File: config.mk
export PLATFORM = sky130hd
export DESIGN_NAME = t1_block_protocol_controller
export DESIGN_NICKNAME = d
export VERILOG_FILES = /design/src/rtl/t1bpc_pkg.sv /design/src/rtl/t1_block_protocol_controller.sv /design/src/rtl/t1bpc_core.sv
export SDC_FILE = /design/constraint.sdc
export NUM_CORES = 1
export LEC_CHECK = 0
export BUFFER_PORTS_ARGS = -buffer_cell sky130_fd_sc_hd__buf_4
export CAP_MARGIN = 20
export CORE_MARGIN = 5
export CORE_UTILIZATION = 35
export DETAILED_ROUTE_END_ITERATION = 6
export PLACE_DENSITY = 0.65
export SYNTH_ARGS = -nofsm -noshare
export SYNTH_HDL_FRONTEND = slang
export SYNTH_SLANG_ARGS = --single-unit
File: constraint.sdc
create_clock -name i_clk -period 12.9 [get_ports i_clk]
set_input_delay 0.645 -clock i_clk [delete_from_list [all_inputs] [get_ports i_clk]]
set_output_delay 0.645 -clock i_clk [all_outputs]
set_load 0.03 [all_outputs]
File: src/rtl/t1bpc_pkg.sv
// Shared types, codes and constants of the T=1 block protocol controller.
// Used by the decision core, the top level and the port checker.
`timescale 1ns / 1ps

package t1bpc_pkg;

    // Fixed field widths.
    localparam int unsigned LEN_W  = 13;
    localparam int unsigned BYTE_W = 8;
    localparam int unsigned EXCH_W = 7;
    localparam int unsigned STAT_W = 4;
    localparam int unsigned SRC_W  = 2;

    // Defaults for the top-level parameters.
    localparam int unsigned MAX_APDU_DEF       = 4096;
    localparam int unsigned INF_MAX_DEF        = 254;
    localparam int unsigned EXCHANGE_LIMIT_DEF = 64;

    // Configuration register reset value and lower clamp.
    localparam logic [BYTE_W-1:0] IFSC_RESET = 8'd32;
    localparam logic [BYTE_W-1:0] IFSC_MIN   = 8'd16;

    // Configuration register index.
    localparam logic REG_IFSC = 1'b0;

    // Input function codes.
    localparam logic FUNC_START = 1'b0;
    localparam logic FUNC_RX    = 1'b1;

    // Result status codes.
    localparam logic [STAT_W-1:0] ST_SEND        = 4'd0;
    localparam logic [STAT_W-1:0] ST_DONE        = 4'd1;
    localparam logic [STAT_W-1:0] ST_XFAIL       = 4'd2;
    localparam logic [STAT_W-1:0] ST_OVERFLOW    = 4'd3;
    localparam logic [STAT_W-1:0] ST_CARD_ERR    = 4'd4;
    localparam logic [STAT_W-1:0] ST_STRAY_R     = 4'd5;
    localparam logic [STAT_W-1:0] ST_STRAY_S     = 4'd6;
    localparam logic [STAT_W-1:0] ST_NO_CONVERGE = 4'd7;
    localparam logic [STAT_W-1:0] ST_IGNORED     = 4'd8;

    // Payload source codes.
    localparam logic [SRC_W-1:0] SRC_NONE = 2'd0;
    localparam logic [SRC_W-1:0] SRC_APDU = 2'd1;
    localparam logic [SRC_W-1:0] SRC_ECHO = 2'd2;

    // PCB bit masks.
    localparam logic [BYTE_W-1:0] PCB_MORE     = 8'h20;
    localparam logic [BYTE_W-1:0] PCB_R_BLOCK  = 8'h80;
    localparam logic [BYTE_W-1:0] PCB_TYPE     = 8'hC0;
    localparam logic [BYTE_W-1:0] PCB_ERR_BITS = 8'h0F;

    localparam logic [EXCH_W-1:0] EXCH_SAT = 7'h7F;

    typedef struct packed {
        logic              func;
        logic [LEN_W-1:0]  cmd_len;
        logic [LEN_W-1:0]  rsp_cap;
        logic [BYTE_W-1:0] rx_pcb;
        logic [BYTE_W-1:0] rx_len;
        logic              rx_ok;
    } t_item;

    typedef struct packed {
        logic [STAT_W-1:0] status;
        logic [BYTE_W-1:0] tx_pcb;
        logic [SRC_W-1:0]  tx_source;
        logic [LEN_W-1:0]  tx_offset;
        logic [BYTE_W-1:0] tx_len;
        logic [LEN_W-1:0]  resp_offset;
        logic [BYTE_W-1:0] resp_append;
        logic [LEN_W-1:0]  resp_total;
    } t_result;

    typedef struct packed {
        logic              send_seq;
        logic [LEN_W-1:0]  sent_count;
        logic [LEN_W-1:0]  resp_count;
        logic [EXCH_W-1:0] exchange_count;
        logic [BYTE_W-1:0] last_tx_pcb;
        logic [BYTE_W-1:0] last_tx_len;
        logic              busy;
        logic [LEN_W-1:0]  apdu_length;
        logic [LEN_W-1:0]  resp_limit;
    } t_state;

endpackage

File: src/rtl/t1_block_protocol_controller.sv
// Top level of the host-side T=1 block controller: channel registers, state,
// the IFSC register and its APB port. Depends on t1bpc_pkg and t1bpc_core.
`timescale 1ns / 1ps

// Usage
// The input channel (i_in_valid / o_in_stall) carries one item per transfer: a
// start of a new APDU transaction or the report of a block received from the card.
// The output channel (o_out_valid / i_out_stall) carries exactly one result per
// item, in order: the next block to send, or the end of the transaction.
// An item is held in an input register, decided combinationally by the core, and its
// result lands in an output register together with the state update. o_out_valid
// rises once the result is in the output register; one item per cycle is sustained
// while the receiver does not stall, since the next state is registered together
// with each result.
// When the receiver stalls, the result register holds and the input register
// still takes one more item; the sender sees o_in_stall only while both registers
// are full and the receiver keeps stalling.
// Synchronous reset empties the channel registers, clears the transaction state, marks
// the block idle and sets IFSC to 32. IFSC is written over the APB port at byte
// address 0 and should only change while no transfer is in flight.

module t1_block_protocol_controller #(
    parameter int unsigned MAX_APDU       = t1bpc_pkg::MAX_APDU_DEF,
    parameter int unsigned INF_MAX        = t1bpc_pkg::INF_MAX_DEF,
    parameter int unsigned EXCHANGE_LIMIT = t1bpc_pkg::EXCHANGE_LIMIT_DEF
) (
    input  logic        i_clk,
    input  logic        i_rst_n,

    input  logic        psel,
    input  logic        penable,
    input  logic        pwrite,
    input  logic [2:0]  paddr,
    input  logic [31:0] pwdata,
    output logic [31:0] prdata,
    output logic        pready,

    input  logic        i_in_valid,
    output logic        o_in_stall,
    input  logic        i_func,
    input  logic [12:0] i_cmd_len,
    input  logic [12:0] i_rsp_cap,
    input  logic [7:0]  i_rx_pcb,
    input  logic [7:0]  i_rx_len,
    input  logic        i_rx_ok,

    output logic        o_out_valid,
    input  logic        i_out_stall,
    output logic [3:0]  o_status,
    output logic [7:0]  o_tx_pcb,
    output logic [1:0]  o_tx_source,
    output logic [12:0] o_tx_offset,
    output logic [7:0]  o_tx_len,
    output logic [12:0] o_resp_offset,
    output logic [7:0]  o_resp_append,
    output logic [12:0] o_resp_total
);
    import t1bpc_pkg::*;

    logic    r_in_valid;
    t_item   r_in;
    logic    r_out_valid;
    t_result r_out;
    t_state  r_state;
    logic [BYTE_W-1:0] r_ifsc;

    t_state  n_state;
    t_result n_out;

    logic w_in_accept;
    logic w_advance;
    logic w_cfg_write;

    // The held item moves on when the output register is empty or being drained.
    assign w_advance   = r_in_valid && (!r_out_valid || !i_out_stall);
    assign o_in_stall  = r_in_valid && !w_advance;
    assign w_in_accept = i_in_valid && !o_in_stall;

    assign pready      = 1'b1;
    assign w_cfg_write = psel && penable && pwrite && pready;
    assign prdata      = (paddr[2] == REG_IFSC) ? {24'b0, r_ifsc} : 32'b0;

    t1bpc_core #(
        .MAX_APDU       (MAX_APDU),
        .INF_MAX        (INF_MAX),
        .EXCHANGE_LIMIT (EXCHANGE_LIMIT)
    ) u_core (
        .i_item   (r_in),
        .i_state  (r_state),
        .i_ifsc   (r_ifsc),
        .o_state  (n_state),
        .o_result (n_out)
    );

    // Control state, transaction state and the configuration register.
    always_ff @(posedge i_clk) begin
        if (!i_rst_n) begin
            r_in_valid  <= 1'b0;
            r_out_valid <= 1'b0;
            r_state     <= '0;
            r_ifsc      <= IFSC_RESET;
        end else begin
            if (w_in_accept) begin
                r_in_valid <= 1'b1;
            end else if (w_advance) begin
                r_in_valid <= 1'b0;
            end
            if (w_advance) begin
                r_out_valid <= 1'b1;
                r_state     <= n_state;
            end else if (r_out_valid && !i_out_stall) begin
                r_out_valid <= 1'b0;
            end
            if (w_cfg_write && paddr[2] == REG_IFSC) begin
                r_ifsc <= pwdata[BYTE_W-1:0];
            end
        end
    end

    // Payload registers need no reset.
    always_ff @(posedge i_clk) begin
        if (w_in_accept) begin
            r_in <= '{func: i_func, cmd_len: i_cmd_len, rsp_cap: i_rsp_cap,
                      rx_pcb: i_rx_pcb, rx_len: i_rx_len, rx_ok: i_rx_ok};
        end
        if (w_advance) begin
            r_out <= n_out;
        end
    end

    assign o_out_valid   = r_out_valid;
    assign o_status      = r_out.status;
    assign o_tx_pcb      = r_out.tx_pcb;
    assign o_tx_source   = r_out.tx_source;
    assign o_tx_offset   = r_out.tx_offset;
    assign o_tx_len      = r_out.tx_len;
    assign o_resp_offset = r_out.resp_offset;
    assign o_resp_append = r_out.resp_append;
    assign o_resp_total  = r_out.resp_total;

endmodule

File: src/rtl/t1bpc_core.sv
// Decision logic of the T=1 block controller: one item and the current state in,
// the result and the next state out. Depends on t1bpc_pkg.
`timescale 1ns / 1ps

module t1bpc_core #(
    parameter int unsigned MAX_APDU       = t1bpc_pkg::MAX_APDU_DEF,
    parameter int unsigned INF_MAX        = t1bpc_pkg::INF_MAX_DEF,
    parameter int unsigned EXCHANGE_LIMIT = t1bpc_pkg::EXCHANGE_LIMIT_DEF
) (
    input  t1bpc_pkg::t_item   i_item,
    input  t1bpc_pkg::t_state  i_state,
    input  logic [7:0]         i_ifsc,
    output t1bpc_pkg::t_state  o_state,
    output t1bpc_pkg::t_result o_result
);
    import t1bpc_pkg::*;

    localparam logic [BYTE_W-1:0] InfMax   = BYTE_W'(INF_MAX);
    localparam logic [EXCH_W-1:0] ExchLim  = EXCH_W'(EXCHANGE_LIMIT);
    localparam logic [LEN_W-1:0]  ApduSat  = LEN_W'(MAX_APDU);

    // Slice of the APDU that starts at sent, at most lim bytes long.
    function automatic logic [2*BYTE_W-1:0] slice(input logic [LEN_W-1:0] apdu,
                                                  input logic [LEN_W-1:0] sent,
                                                  input logic seq,
                                                  input logic [BYTE_W-1:0] lim);
        logic [LEN_W-1:0]  rem;
        logic              more;
        logic [BYTE_W-1:0] len;
        rem  = (apdu > sent) ? (apdu - sent) : '0;
        more = rem > {{(LEN_W-BYTE_W){1'b0}}, lim};
        len  = more ? lim : rem[BYTE_W-1:0];
        return {1'b0, seq, more, 5'b0, len};
    endfunction

    logic [BYTE_W-1:0] w_lim;
    logic [BYTE_W-1:0] w_rlen;
    logic [LEN_W-1:0]  w_apdu_sat;
    logic [LEN_W-1:0]  w_resp_sat;
    logic [LEN_W:0]    w_resp_sum;
    logic [2*BYTE_W-1:0] w_slice;

    always_comb begin
        w_lim = i_ifsc;
        if (w_lim < IFSC_MIN) begin
            w_lim = IFSC_MIN;
        end
        if (w_lim > InfMax) begin
            w_lim = InfMax;
        end
        w_rlen     = (i_item.rx_len > InfMax) ? InfMax : i_item.rx_len;
        w_apdu_sat = (32'(i_item.cmd_len) > 32'(MAX_APDU)) ? ApduSat : i_item.cmd_len;
        w_resp_sat = (32'(i_item.rsp_cap) > 32'(MAX_APDU)) ? ApduSat : i_item.rsp_cap;
        w_resp_sum = {1'b0, i_state.resp_count} + {{(LEN_W+1-BYTE_W){1'b0}}, w_rlen};
    end

    always_comb begin
        o_state  = i_state;
        o_result = '0;
        w_slice  = '0;

        if (i_item.func == FUNC_START) begin
            // A start drops any running transaction; the sequence bit carries over.
            w_slice                = slice(w_apdu_sat, '0, i_state.send_seq, w_lim);
            o_state.apdu_length    = w_apdu_sat;
            o_state.resp_limit     = w_resp_sat;
            o_state.sent_count     = '0;
            o_state.resp_count     = '0;
            o_state.exchange_count = '0;
            o_state.busy           = 1'b1;
            o_state.last_tx_pcb    = w_slice[2*BYTE_W-1:BYTE_W];
            o_state.last_tx_len    = w_slice[BYTE_W-1:0];
            o_result.status        = ST_SEND;
            o_result.tx_pcb        = w_slice[2*BYTE_W-1:BYTE_W];
            o_result.tx_source     = SRC_APDU;
            o_result.tx_len        = w_slice[BYTE_W-1:0];
        end else if (!i_state.busy) begin
            o_result.status = ST_IGNORED;
        end else begin
            if (i_state.exchange_count != EXCH_SAT) begin
                o_state.exchange_count = i_state.exchange_count + 1'b1;
            end
            o_result.resp_offset = i_state.resp_count;
            o_result.status      = ST_SEND;

            if (!i_item.rx_ok) begin
                o_result.status = ST_XFAIL;
            end else begin
                // The card answered, so an I-block we sent counts as delivered.
                if ((i_state.last_tx_pcb & PCB_R_BLOCK) == '0) begin
                    o_state.send_seq   = ~i_state.send_seq;
                    o_state.sent_count = i_state.sent_count
                                         + {{(LEN_W-BYTE_W){1'b0}}, i_state.last_tx_len};
                end
                if ((i_item.rx_pcb & PCB_R_BLOCK) == '0) begin
                    // I-block from the card.
                    if (w_resp_sum > {1'b0, i_state.resp_limit}) begin
                        o_result.status = ST_OVERFLOW;
                    end else begin
                        o_result.resp_append = w_rlen;
                        o_state.resp_count   = w_resp_sum[LEN_W-1:0];
                        if ((i_item.rx_pcb & PCB_MORE) == '0) begin
                            o_result.status = ST_DONE;
                        end else begin
                            // Acknowledge card chaining with the next expected number.
                            o_result.tx_pcb    = PCB_R_BLOCK | {3'b0, ~i_item.rx_pcb[6], 4'b0};
                            o_result.tx_source = SRC_NONE;
                        end
                    end
                end else if ((i_item.rx_pcb & PCB_TYPE) == PCB_R_BLOCK) begin
                    // R-block from the card.
                    if ((i_item.rx_pcb & PCB_ERR_BITS) != '0) begin
                        o_result.status = ST_CARD_ERR;
                    end else if (o_state.sent_count >= i_state.apdu_length) begin
                        o_result.status = ST_STRAY_R;
                    end else begin
                        w_slice = slice(i_state.apdu_length, o_state.sent_count,
                                        o_state.send_seq, w_lim);
                        o_result.tx_pcb    = w_slice[2*BYTE_W-1:BYTE_W];
                        o_result.tx_len    = w_slice[BYTE_W-1:0];
                        o_result.tx_offset = o_state.sent_count;
                        o_result.tx_source = SRC_APDU;
                    end
                end else if ((i_item.rx_pcb & PCB_MORE) != '0) begin
                    o_result.status = ST_STRAY_S;
                end else begin
                    // S-block request: answer it and echo its INF.
                    o_result.tx_pcb    = i_item.rx_pcb | PCB_MORE;
                    o_result.tx_source = SRC_ECHO;
                    o_result.tx_len    = w_rlen;
                end
            end

            if (o_result.status == ST_SEND && o_state.exchange_count >= ExchLim) begin
                o_result.status = ST_NO_CONVERGE;
            end
            if (o_result.status == ST_SEND) begin
                o_state.last_tx_pcb = o_result.tx_pcb;
                o_state.last_tx_len = o_result.tx_len;
            end else begin
                o_state.busy       = 1'b0;
                o_result.tx_pcb    = '0;
                o_result.tx_source = SRC_NONE;
                o_result.tx_offset = '0;
                o_result.tx_len    = '0;
            end
            o_result.resp_total = o_state.resp_count;
        end
    end

endmodule

Word-level counts from Yosys, hierarchy flattened
Cells that the tools add are included.
{"block": "word_totals", "reg_bits": 200, "out_inout_bits": 104, "wordCells": 154}
{"block": "op_classes", "addsub": 4, "order_cmp": 12, "eq_ne": 5, "muxes": 64, "n_bitwise": 9, "n_reduce_logical": 31}
{"op": "$mux 31", "n": 7}
{"op": "$mux 13", "n": 8}
{"op": "$mux 50", "n": 2}
{"op": "$mux 8", "n": 12}
{"op": "$mux 14", "n": 5}
{"op": "$mux 64", "n": 1}
{"op": "$mux 30", "n": 2}
{"op": "$mux 10", "n": 3}
{"op": "$mux 4", "n": 7}
{"op": "$gt 13x13->1 const B", "n": 2}
{"op": "$gt 13x8->1", "n": 2}
{"op": "$mux 26", "n": 1}
{"op": "$logic_not 8->1", "n": 3}
{"op": "$mux 21", "n": 1}
{"op": "$mux 7", "n": 3}
{"op": "$gt 8x8->1 const B", "n": 2}
{"op": "$mux 16", "n": 1}
{"op": "$add 13x8->14", "n": 1}
{"op": "$gt 14x13->1", "n": 1}
{"op": "$add 13x8->13", "n": 1}
{"op": "$ge 13x13->1", "n": 1}
{"op": "$gt 13x1->1 const B", "n": 1}
{"op": "$gt 13x13->1", "n": 1}
{"op": "$sub 13x13->13", "n": 1}
{"op": "23 further kinds", "n": 56}

Logic depth before layout (Yosys ltp)
Gate-level depths: netlist (run 1).
{"block": "depth", "ltp_word": 30, "depth_mapped": 26, "depth_no_buf": 25}

Hierarchy
From an unflattened synthesis (run 1), not the netlist that was laid out.
{"block": "unflattened", "hier_cells": 1229, "hier_area_um2": 11760.0}
{"mod": "t1_block_protocol_controller", "instances": 1, "cells_each": 526, "area_per_inst_um2": 7108.1, "seq_area_each_um2": 5134.9}
{"mod": "t1bpc_core", "instances": 1, "cells_each": 703, "area_per_inst_um2": 4652.0, "seq_area_each_um2": 0.0}

Least setup slack after synthesis (run 1)
Ideal clock, no wire load.
{"block": "synth_timing", "path_type": "register -> register", "from": "reg r_state[27] in the netlist's numbering", "to": "reg r_out, in the netlist o_tx_len[6], data pin", "setup_ns": 0.261, "arrival_time_ns": 5.301, "required_ns": 12.639, "path_slack_ns": 7.338, "stages_incl_launch_ff": 26, "path_buffers": 1, "period_less_slack_ns": 5.562, "path_cell_list": "dfxtp_1 > ha_1 > fa_1 > a21o_1 > a21oi_1 > o21bai_1 > a2111oi_0 > nor2_1 > nand3_1 > xor2_1 > ha_1 > buf_2 > a21oi_1 > o21ai_0 > nor3_1 > a21o_1 > nor2_1 > ha_1 > nand3_1 > o21bai_1 > a31oi_1 > o21ai_0 > o211a_1 > a21oi_1 > or2_0 > a221o_1"}
{"item": "from (decl)", "line": "t1_block_protocol_controller.sv:64", "text": "t_state r_state;"}
{"item": "from (signal assigned)", "line": "t1_block_protocol_controller.sv:110", "text": "r_state <= n_state;"}
{"item": "to (signal assigned)", "line": "t1_block_protocol_controller.sv:127", "text": "r_out <= n_out;"}
{"item": "to (decl)", "line": "t1_block_protocol_controller.sv:63", "text": "t_result r_out;"}

==> results.toml, run 1 <==
[status]
status = "finished clean"

[floorplanning]
start_util_pct = 35.4
dieHeight_um = 183
core_area_mm2 = 0.0296
ios = 190
die_x_um = 183
rows = 63
design.die.area_mm2 = 0.0334

[critical_path]
reg2regPathDepth = 24
setup.worst_path.end = "o_tx_len[6]"
cp_num_buf_inv = 0
criticalPathCategory = "reg -> reg"
path_cells = "ha_1 > fa_1 > a21o_1 > a21oi_1 > o21bai_1 > a2111oi_0 > nor2_1 > nand3_1 > xor2_1 > ha_1 > a21oi_1 > o21ai_0 > nor3_1 > a21o_1 > nor2_1 > ha_1 > nor2b_1 > o21bai_1 > a31oi_1 > o21ai_0 > o211a_1 > a21oi_1 > or2_0 > a221o_1"
reg2reg_to = "o_tx_len[6]"
path_delay_family = "compound AO/OA/AOI/OAI gates"
crit_slowest_cell = "a2111oi_0"
worstReg2RegStart = "r_state[27]"
crit_required_ns = 13.06
critPathLaunchType = "register"
startpoint = "r_state[27]"
r2r_setup_slack_ns = 6.21
crit_path_max_incr_delay_ns = 0.64
arrival_ns = 6.85
critPathCaptureType = "register"
critPathMaxFanout = 9
path_depth = 24

[synth]
yosys_warnings = 0
yosys.area.top_type_share_pct = 32.5
synth_edf_count = 113
synth-async-reset-ratio_pct = 0
synth_seq_cells = 193
synthCells = 1042
synth_area_mm2 = 0.0105
yosysUniqueCellTypes = 84
ys_top_cells_by_count = "edfxtp_1 (113), nor2_1 (106), nand2_1 (86)"
yosys.area.top_type = "edfxtp_1"
yosysMostFrequentCell = "edfxtp_1"
yosys-top-cells-area = "edfxtp_1 (32%), dfxtp_1 (15%), ha_1 (7.1%)"
ys.flop_type = "edfxtp_1"
synth-seq-area-share_pct = 47.8
syn_avg_cell_area_um2 = 10.0

[cells_and_area]
fin_nets = 1311
fill_cells = 2872
drive_above_1_share_pct = 17.2
area_delta_synth_final_pct = 18.1
n_antenna_cell = 0

[cts]
h-tree-depth = 4
cts_buffer_depth = 2
cts_tree = "done"
cts-resized-gates = 0
cts_setup_buffers = 0
clk_pin_slew_worst_paths_ns = 0.08
cts-root-buf = "clkbuf_16"
cts_sinks = 193
hold_buffers = 0
numCtsBuffers = 17
clock_latency_ns = 0.43

[job]
drv_cap = 0

[placement]
gp_congestion = 0.900
dp_hpwl_um = 22000
port_buffers = 138

[global_routing]
grt_usage_pct = 17.2
grt_max_degree = 69
antenna_found_initial = 0
grt-ovfl-total = 0
grt_pass1_vias = 8158
grt_pass1_wl_um = 45500

[drt]
vias = 8457
postRouteAntennaNets = 0
first_pass_iters = 5
drc = 0
drtIter0Drc = 696
via_per_inst = 5.40
wirelength_um = 29200
wire_per_inst_um = 18.7

[timing]
final.setup.tns_ns = 0
fmax_ghz = 0.149
post-route-period-util_pct = 51.9
holdWs_ns = 0.380
rsz0062_at_grt = "no"
hold_viol = 0
finClkSkew_ns = 0.0107
tightest_slew_ns = 0.908
report.final.slew_viol_count = 0
slew_headroom_pct = 39.3
setup_viol = 0
finalCriticalPeriod_ns = 6.69

[power]
irDropWorstVdd_mv = 0.0875
leakage_nw = 4.93
power.density_mw_per_mm2 = 117

[min_path]
min_path_type = "in -> reg"
[cell usage in the layout (no fill, tap or decap), types with 4 or more instances in the layout]
cell and instances:
xnor2_1 16, a21o_1 8, dfxtp_1 80, o211ai_1 9, buf_4 145, clkbuf_16 17
or4_1 4, nand4_1 9, a21oi_1 77, inv_1 39, a211o_1 4, a2bb2oi_1 4
a221o_1 5, nor2b_1 19, o31ai_1 16, and3_1 33, nand2_1 86, and2_1 6
conb_1 25, o21a_1 5, mux2i_1 21, o21ai_0 38, o21bai_1 6, nor3_1 19
xor2_1 17, nor2_1 106, nor4_1 14, nand2b_1 10, or3_1 12, ha_1 59
a211oi_1 9, a22o_1 15, a31oi_1 11, edfxtp_1 113, nand3_1 28
[routing by layer]
layer	GRT usage (%)	up-vias	routed length (um)
met5	0	-	0
met4	4.32	0	473
li1	-	4025	-
met1	25.5	4043	13900
met3	3.29	32	2130
met2	25.8	357	12700
[through the flow]
step	cell area, um2	power, mW	instances	utilization (%)	setup slack [ns]
2_1_floorplan	10500	0.856	1065	-	7.34
3_3_place_gp	11800	0.922	1534	39.8	6.46
3_5_place_dp	11800	0.924	1534	39.8	6.40
4_1_cts	12300	1.45	1566	41.8	6.37
5_1_grt	12300	1.50	1566	41.8	5.87
6_report	12300	1.45	1566	41.8	6.21
[state kept, by name, indices dropped and copies added (netlist names)]
| name | flops |
|---|---|
| r_state | 70 |
| r_ifsc | 8 |
| o_status | 4 |
| o_tx_len | 8 |
| o_resp_append | 8 |
| r_in | 44 |
| o_resp_total | 13 |
| r_in_valid | 1 |
| o_resp_offset | 13 |
| o_tx_pcb | 8 |
| o_tx_offset | 13 |
| o_out_valid | 1 |
| o_tx_source | 2 |
[worst register-to-register path: cells and delay by family (launching register included)]
family                     cells  cell delay [ns]
AOI/OAI and AO/OA             13             3.24
DFF                            1             0.34
adders and majority gates      4             1.32
xor gates and xnor gates       1             0.27
and+or+nand+nor                6             1.23
[power by group]
| group | switching, mW | internal (mW) | total [mW] |
|---|---|---|---|
| clock | 0.258 | 0.274 | 0.532 |
| combinational | 0.148 | 0.0773 | 0.225 |
| sequential | 0.0153 | 0.673 | 0.688 |
[logic make-up after synthesis]
group / after synthesis / synth area share [%]
AOI/OAI and AO/OA: 253 / 17.0
xor gates and xnor gates: 33 / 2.77
adders and majority gates: 62 / 7.64
buffers and inverters: 108 / 4.93
DFF: 193 / 47.8
muxes: 23 / 2.23
other: 2 / 0.0718
and+or+nand+nor: 368 / 17.6
[area by class of cell]
cell class                      count  area (um2)  share of cell area (%)
Clock buffer                       18         429                    3.48
Sequential cell                   193        4990                    40.5
Inverter                           42         158                    1.28
Multi-Input combinational cell    764        5040                    40.8
Tap cell                          390         488                    3.95
Clock inverter                     14         149                    1.21
Timing Repair Buffer              145        1090                    8.82
[worst min path at each step]
stage / from / end / slack (ns) / cells after the start
2_1_floorplan: r_state[3] / r_state[3] / 0.44 / 1
3_3_place_gp: r_state[3] / r_state[3] / 0.45 / 1
3_5_place_dp: r_state[3] / r_state[3] / 0.46 / 1
4_1_cts: i_rx_len[7] / r_in[8] / 0.36 / 1
5_1_grt: i_rx_len[7] / r_in[8] / 0.36 / 1
6_report: i_rx_len[7] / r_in[8] / 0.38 / 1
Power figures use the tool's default switching activity.
==> run 2: changes to the inputs <==
Clock period 12.9 ns to 6.4 ns, I/O delays scaled along.
==> results.toml, run 2 (synthesis results as in run 1) <==
[status]
status = "finished clean"

[cts]
numCtsBuffers = 17
h-tree-depth = 4
clock_latency_ns = 0.45
cts_sinks = 193
cts-root-buf = "clkbuf_16"
clk_pin_slew_worst_paths_ns = 0.08
cts_buffer_depth = 2
cts_tree = "done"

[critical_path]
critPathLaunchType = "register"
crit_required_ns = 6.60
r2r_setup_slack_ns = 0.47
worstReg2RegStart = "r_state[27]"
arrival_ns = 6.13
startpoint = "r_state[27]"
reg2reg_to = "o_tx_len[6]"
criticalPathCategory = "reg -> reg"
critPathMaxFanout = 10
critPathCaptureType = "register"
reg2regPathDepth = 26

[floorplanning]
ios = 190
design.die.area_mm2 = 0.0334
core_area_mm2 = 0.0296
start_util_pct = 35.4
die_x_um = 183
dieHeight_um = 183
rows = 63

[drt]
drtIter0Drc = 624
wire_per_inst_um = 18.3
via_per_inst = 5.31
wirelength_um = 28800
postRouteAntennaNets = 0
vias = 8372
first_pass_iters = 5
drc = 0

[placement]
dp_hpwl_um = 22100
port_buffers = 138
dp_cells = 1542
dp_worst_setup_slack_ns = 0.223
gp_congestion = 0.907

[min_path]
min_path_type = "in -> reg"
hold_path_end = "r_in[43]"
hold_start = "i_func"
hold_depth = 1

[global_routing]
grt_max_degree = 66
grt_pass1_vias = 8179
grt_pass1_wl_um = 45300
grt-ovfl-total = 0
grt_usage_pct = 17.1
antenna_found_initial = 0

[power]
power.density_mw_per_mm2 = 233
power.total_mw = 2.89
leakage_nw = 4.97
irDropWorstVdd_mv = 0.172

[timing]
tightest_slew_ns = 1.02
rsz0062_at_grt = "no"
finalCriticalPeriod_ns = 5.93
slew_headroom_pct = 32.0
fmax_ghz = 0.169
worst_slack_ns = 0.472
hold_viol = 0
final.setup.tns_ns = 0
post-route-period-util_pct = 92.6
report.final.slew_viol_count = 0
finClkSkew_ns = 0.0143
setup_viol = 0

[cells_and_area]
final_common_cell = "buf_4"
top_regs = "r_state (70), r_in (44)"
largest_reg_flops = 70
layout_common_cells = "buf_4 (155), edfxtp_1 (113), nor2_1 (106)"
finish.utilization_pct = 42.0
drive_above_1_share_pct = 18.3
largest-register = "r_state"
finalNonFillerCells = 1576
area_delta_synth_final_pct = 18.9
fin_nets = 1321
n_antenna_cell = 0

[job]
drv_cap = 0
## run 2: cell count changes in the layout (fill, tap and decap cells not counted), sizes merged
cell      before  now
clkinvlp       1    0
clkinv         7    5
buf          145  155
bufinv         1    0
inv           47   51
## run 2: how the worst max path moves through the flow
stage                              to  slack, ns  cells after the start
after global routing      o_tx_len[6]       0.01                     26
after detailed placement  o_tx_len[6]       0.22                     24
after floorplan           o_tx_len[6]       0.84                     25
after CTS                 o_tx_len[6]       0.20                     24
final                     o_tx_len[6]       0.47                     26
after global placement    o_tx_len[6]       0.29                     24
## run 2: final cells by class
cell class	count	area, um2
Clock buffer	18	429
Clock inverter	14	138
Inverter	42	158
Multi-Input combinational cell	764	5060
Fill cell	2859	17100
Sequential cell	193	4990
Tap cell	390	488
Timing Repair Buffer	155	1160
## run 2: per-layer routing
metal	global-route usage [%]	vias up	share of wire [%]	wire, um
met5	0	-	0	0
met4	6.17	0	2.6	735
met3	3.75	47	6.9	1970
met2	25.4	291	43	12300
met1	24.7	3966	48	13700
li1	-	4068	-	-
## run 2: timing repair
action,in CTS,in global routing
setup buffers,0,2
endpoints found under the setup margin,0,17
hold buffers,0,0
resized for setup,0,6
## run 2: stage by stage
| step | hold WS, ns | area, um2 |
|---|---|---|
| floorplan | 0.419 | 10500 |
| global placement | 0.455 | 11800 |
| detailed placement | 0.462 | 11800 |
| CTS | 0.0254 | 12400 |
| global route | 0.0186 | 12400 |
| finish | 0.0457 | 12400 |
## run 2: power breakdown
group / internal (mW) / switching [mW] / total (mW)
clock: 0.520 / 0.522 / 1.04
sequential: 1.36 / 0.0291 / 1.39
combinational: 0.167 / 0.300 / 0.466
total: 2.04 / 0.850 / 2.89
## run 2: critical path, stage by stage (launching register included)
cell       delay, ns
dfxtp_1         0.33
ha_1            0.23
fa_1            0.41
a21o_1          0.17
a21oi_1         0.21
o21bai_1        0.13
a2111oi_2       0.45
nor2_1          0.16
nand3_1         0.14
xor2_1          0.23
ha_1            0.37
a21oi_1         0.22
o21ai_0         0.14
nor3_1          0.26
buf_4           0.16
a21oi_4         0.10
nand3b_1        0.17
inv_1           0.07
ha_1            0.27
nand2_1         0.07
nor3_1          0.18
a21oi_1         0.09
o21ai_0         0.11
o211a_2         0.35
a21oi_1         0.11
or2_0           0.22
a221o_1         0.34
==> run 3: changes to the inputs <==
Settings changed: SYNTH_HIERARCHICAL set to 1.
==> results.toml, run 3 <==
[placement]
gp_congestion = 0.902
dp_hpwl_um = 21400
dp_worst_setup_slack_ns = 0.296
port_buffers = 138

[synth]
syn_avg_cell_area_um2 = 9.59
synth_area_mm2 = 0.0114
yosys_warnings = 6
synthCells = 1193

[cts]
clock_latency_ns = 0.45
cts_buffer_depth = 2
cts_sinks = 193
h-tree-depth = 4
cts_tree = "done"
clk_pin_slew_worst_paths_ns = 0.09
hold_buffers = 0
numCtsBuffers = 17
cts-root-buf = "clkbuf_16"

[timing]
post-route-period-util_pct = 93.5
rsz0062_at_grt = "no"
tightest_slew_ns = 0.967
slew_headroom_pct = 35.6
worst_slack_ns = 0.419
report.final.slew_viol_count = 0
final.setup.tns_ns = 0
finalCriticalPeriod_ns = 5.98
setup_viol = 0
hold_viol = 0
fmax_ghz = 0.167
finClkSkew_ns = 0.0208

[drt]
postRouteAntennaNets = 0
wire_per_inst_um = 16.8
drc = 0
vias = 8862
drtIter0Drc = 645
via_per_inst = 5.04
first_pass_iters = 5
wirelength_um = 29700

[cells_and_area]
layout_common_cells = "nand2_1 (216), buf_4 (164), edfxtp_1 (113)"
fin_nets = 1453
n_antenna_cell = 0
largest-register = "r_state"
final_common_cell = "nand2_1"
drive_above_1_share_pct = 17.8
finish.utilization_pct = 41.5
top_regs = "r_state (70), r_in (44)"
area_delta_synth_final_pct = 17.4
largest_reg_flops = 70

[global_routing]
antenna_found_initial = 0
grt-ovfl-total = 0
grt_pass1_wl_um = 46200
grt_usage_pct = 16.0
grt_pass1_vias = 8616
grt_max_degree = 140

[floorplanning]
dieHeight_um = 191
start_util_pct = 35.3
design.die.area_mm2 = 0.0364
ios = 190
core_area_mm2 = 0.0324
rows = 66
die_x_um = 191

[critical_path]
crit_path_max_incr_delay_ns = 0.43
crit_required_ns = 6.77
crit_slowest_cell = "ha_2"
path_delay_family = "simple AND/OR/NAND/NOR gates"
criticalPathCategory = "reg -> reg"
cp_common_cell = "buf_4"
reg2regPathDepth = 29
critPathMaxFanout = 8
path_depth = 29
arrival_ns = 6.36
cp_num_buf_inv = 4
r2r_setup_slack_ns = 0.42
critPathCaptureType = "register"
critPathLaunchType = "register"

[power]
power.density_mw_per_mm2 = 216
irDropWorstVdd_mv = 0.189
power.total_mw = 2.90
leakage_nw = 5.23

[job]
drv_cap = 0

[min_path]
hold_depth = 1
min_path_type = "in -> reg"

[status]
status = "finished clean"
## run 3: path summary, 6_finish.rpt
check / end / startpoint
worst min register to register: r_state[10] / r_state[10]
worst max-delay path: r_state[32] / r_state[63]
worst max register to register: r_state[32] / r_state[63]
worst min-delay path: r_in[33] / i_cmd_len[3]
## run 3: area by class of cell
class	count	area, um2
Clock buffer	17	425
Clock inverter	15	178
Fill cell	3169	18900
Inverter	42	158
Multi-Input combinational cell	885	5840
Sequential cell	193	4990
Tap cell	442	553
Timing Repair Buffer	166	1270
## run 3: worst reg2reg max path: cells and delay by family, from the launching register on
| family | cells | cell delay [ns] |
|---|---|---|
| xor+xnor | 1 | 0.22 |
| mux | 1 | 0.15 |
| simple gates | 11 | 1.70 |
| fa+ha+maj | 4 | 1.34 |
| flops | 1 | 0.38 |
| compound gates | 8 | 1.57 |
| buf+inv | 4 | 0.54 |
## run 3: stage by stage
stage	cells	area [um2]	hold WS, ns
5_1_grt	1760	13400	0.0270
6_report	1760	13400	0.0447
3_3_place_gp	1725	12800	0.442
4_1_cts	1758	13400	0.0220
3_5_place_dp	1726	12800	0.447
2_1_floorplan	1216	11500	0.419
## run 3: metal layers
layer	vias up	wire [um]	track usage (%)	share of wire [%]
li1	4392	-	-	-
met1	4179	14500	22.9	49
met2	253	13000	24.6	44
met3	38	1650	3.06	5.6
met4	0	512	4.86	1.7
met5	-	0	0	0
## run 3: what timing repair did
action | 4_1_cts | 5_1_grt
endpoints found under the setup margin | 0 | 17
resized for setup | 0 | 6
endpoints found under the hold margin | 0 | 0
setup buffers | 0 | 2
## run 3: report_power, final
part           internal, mW  switching, mW
combinational         0.162          0.257
clock                 0.533          0.561
sequential             1.36         0.0291
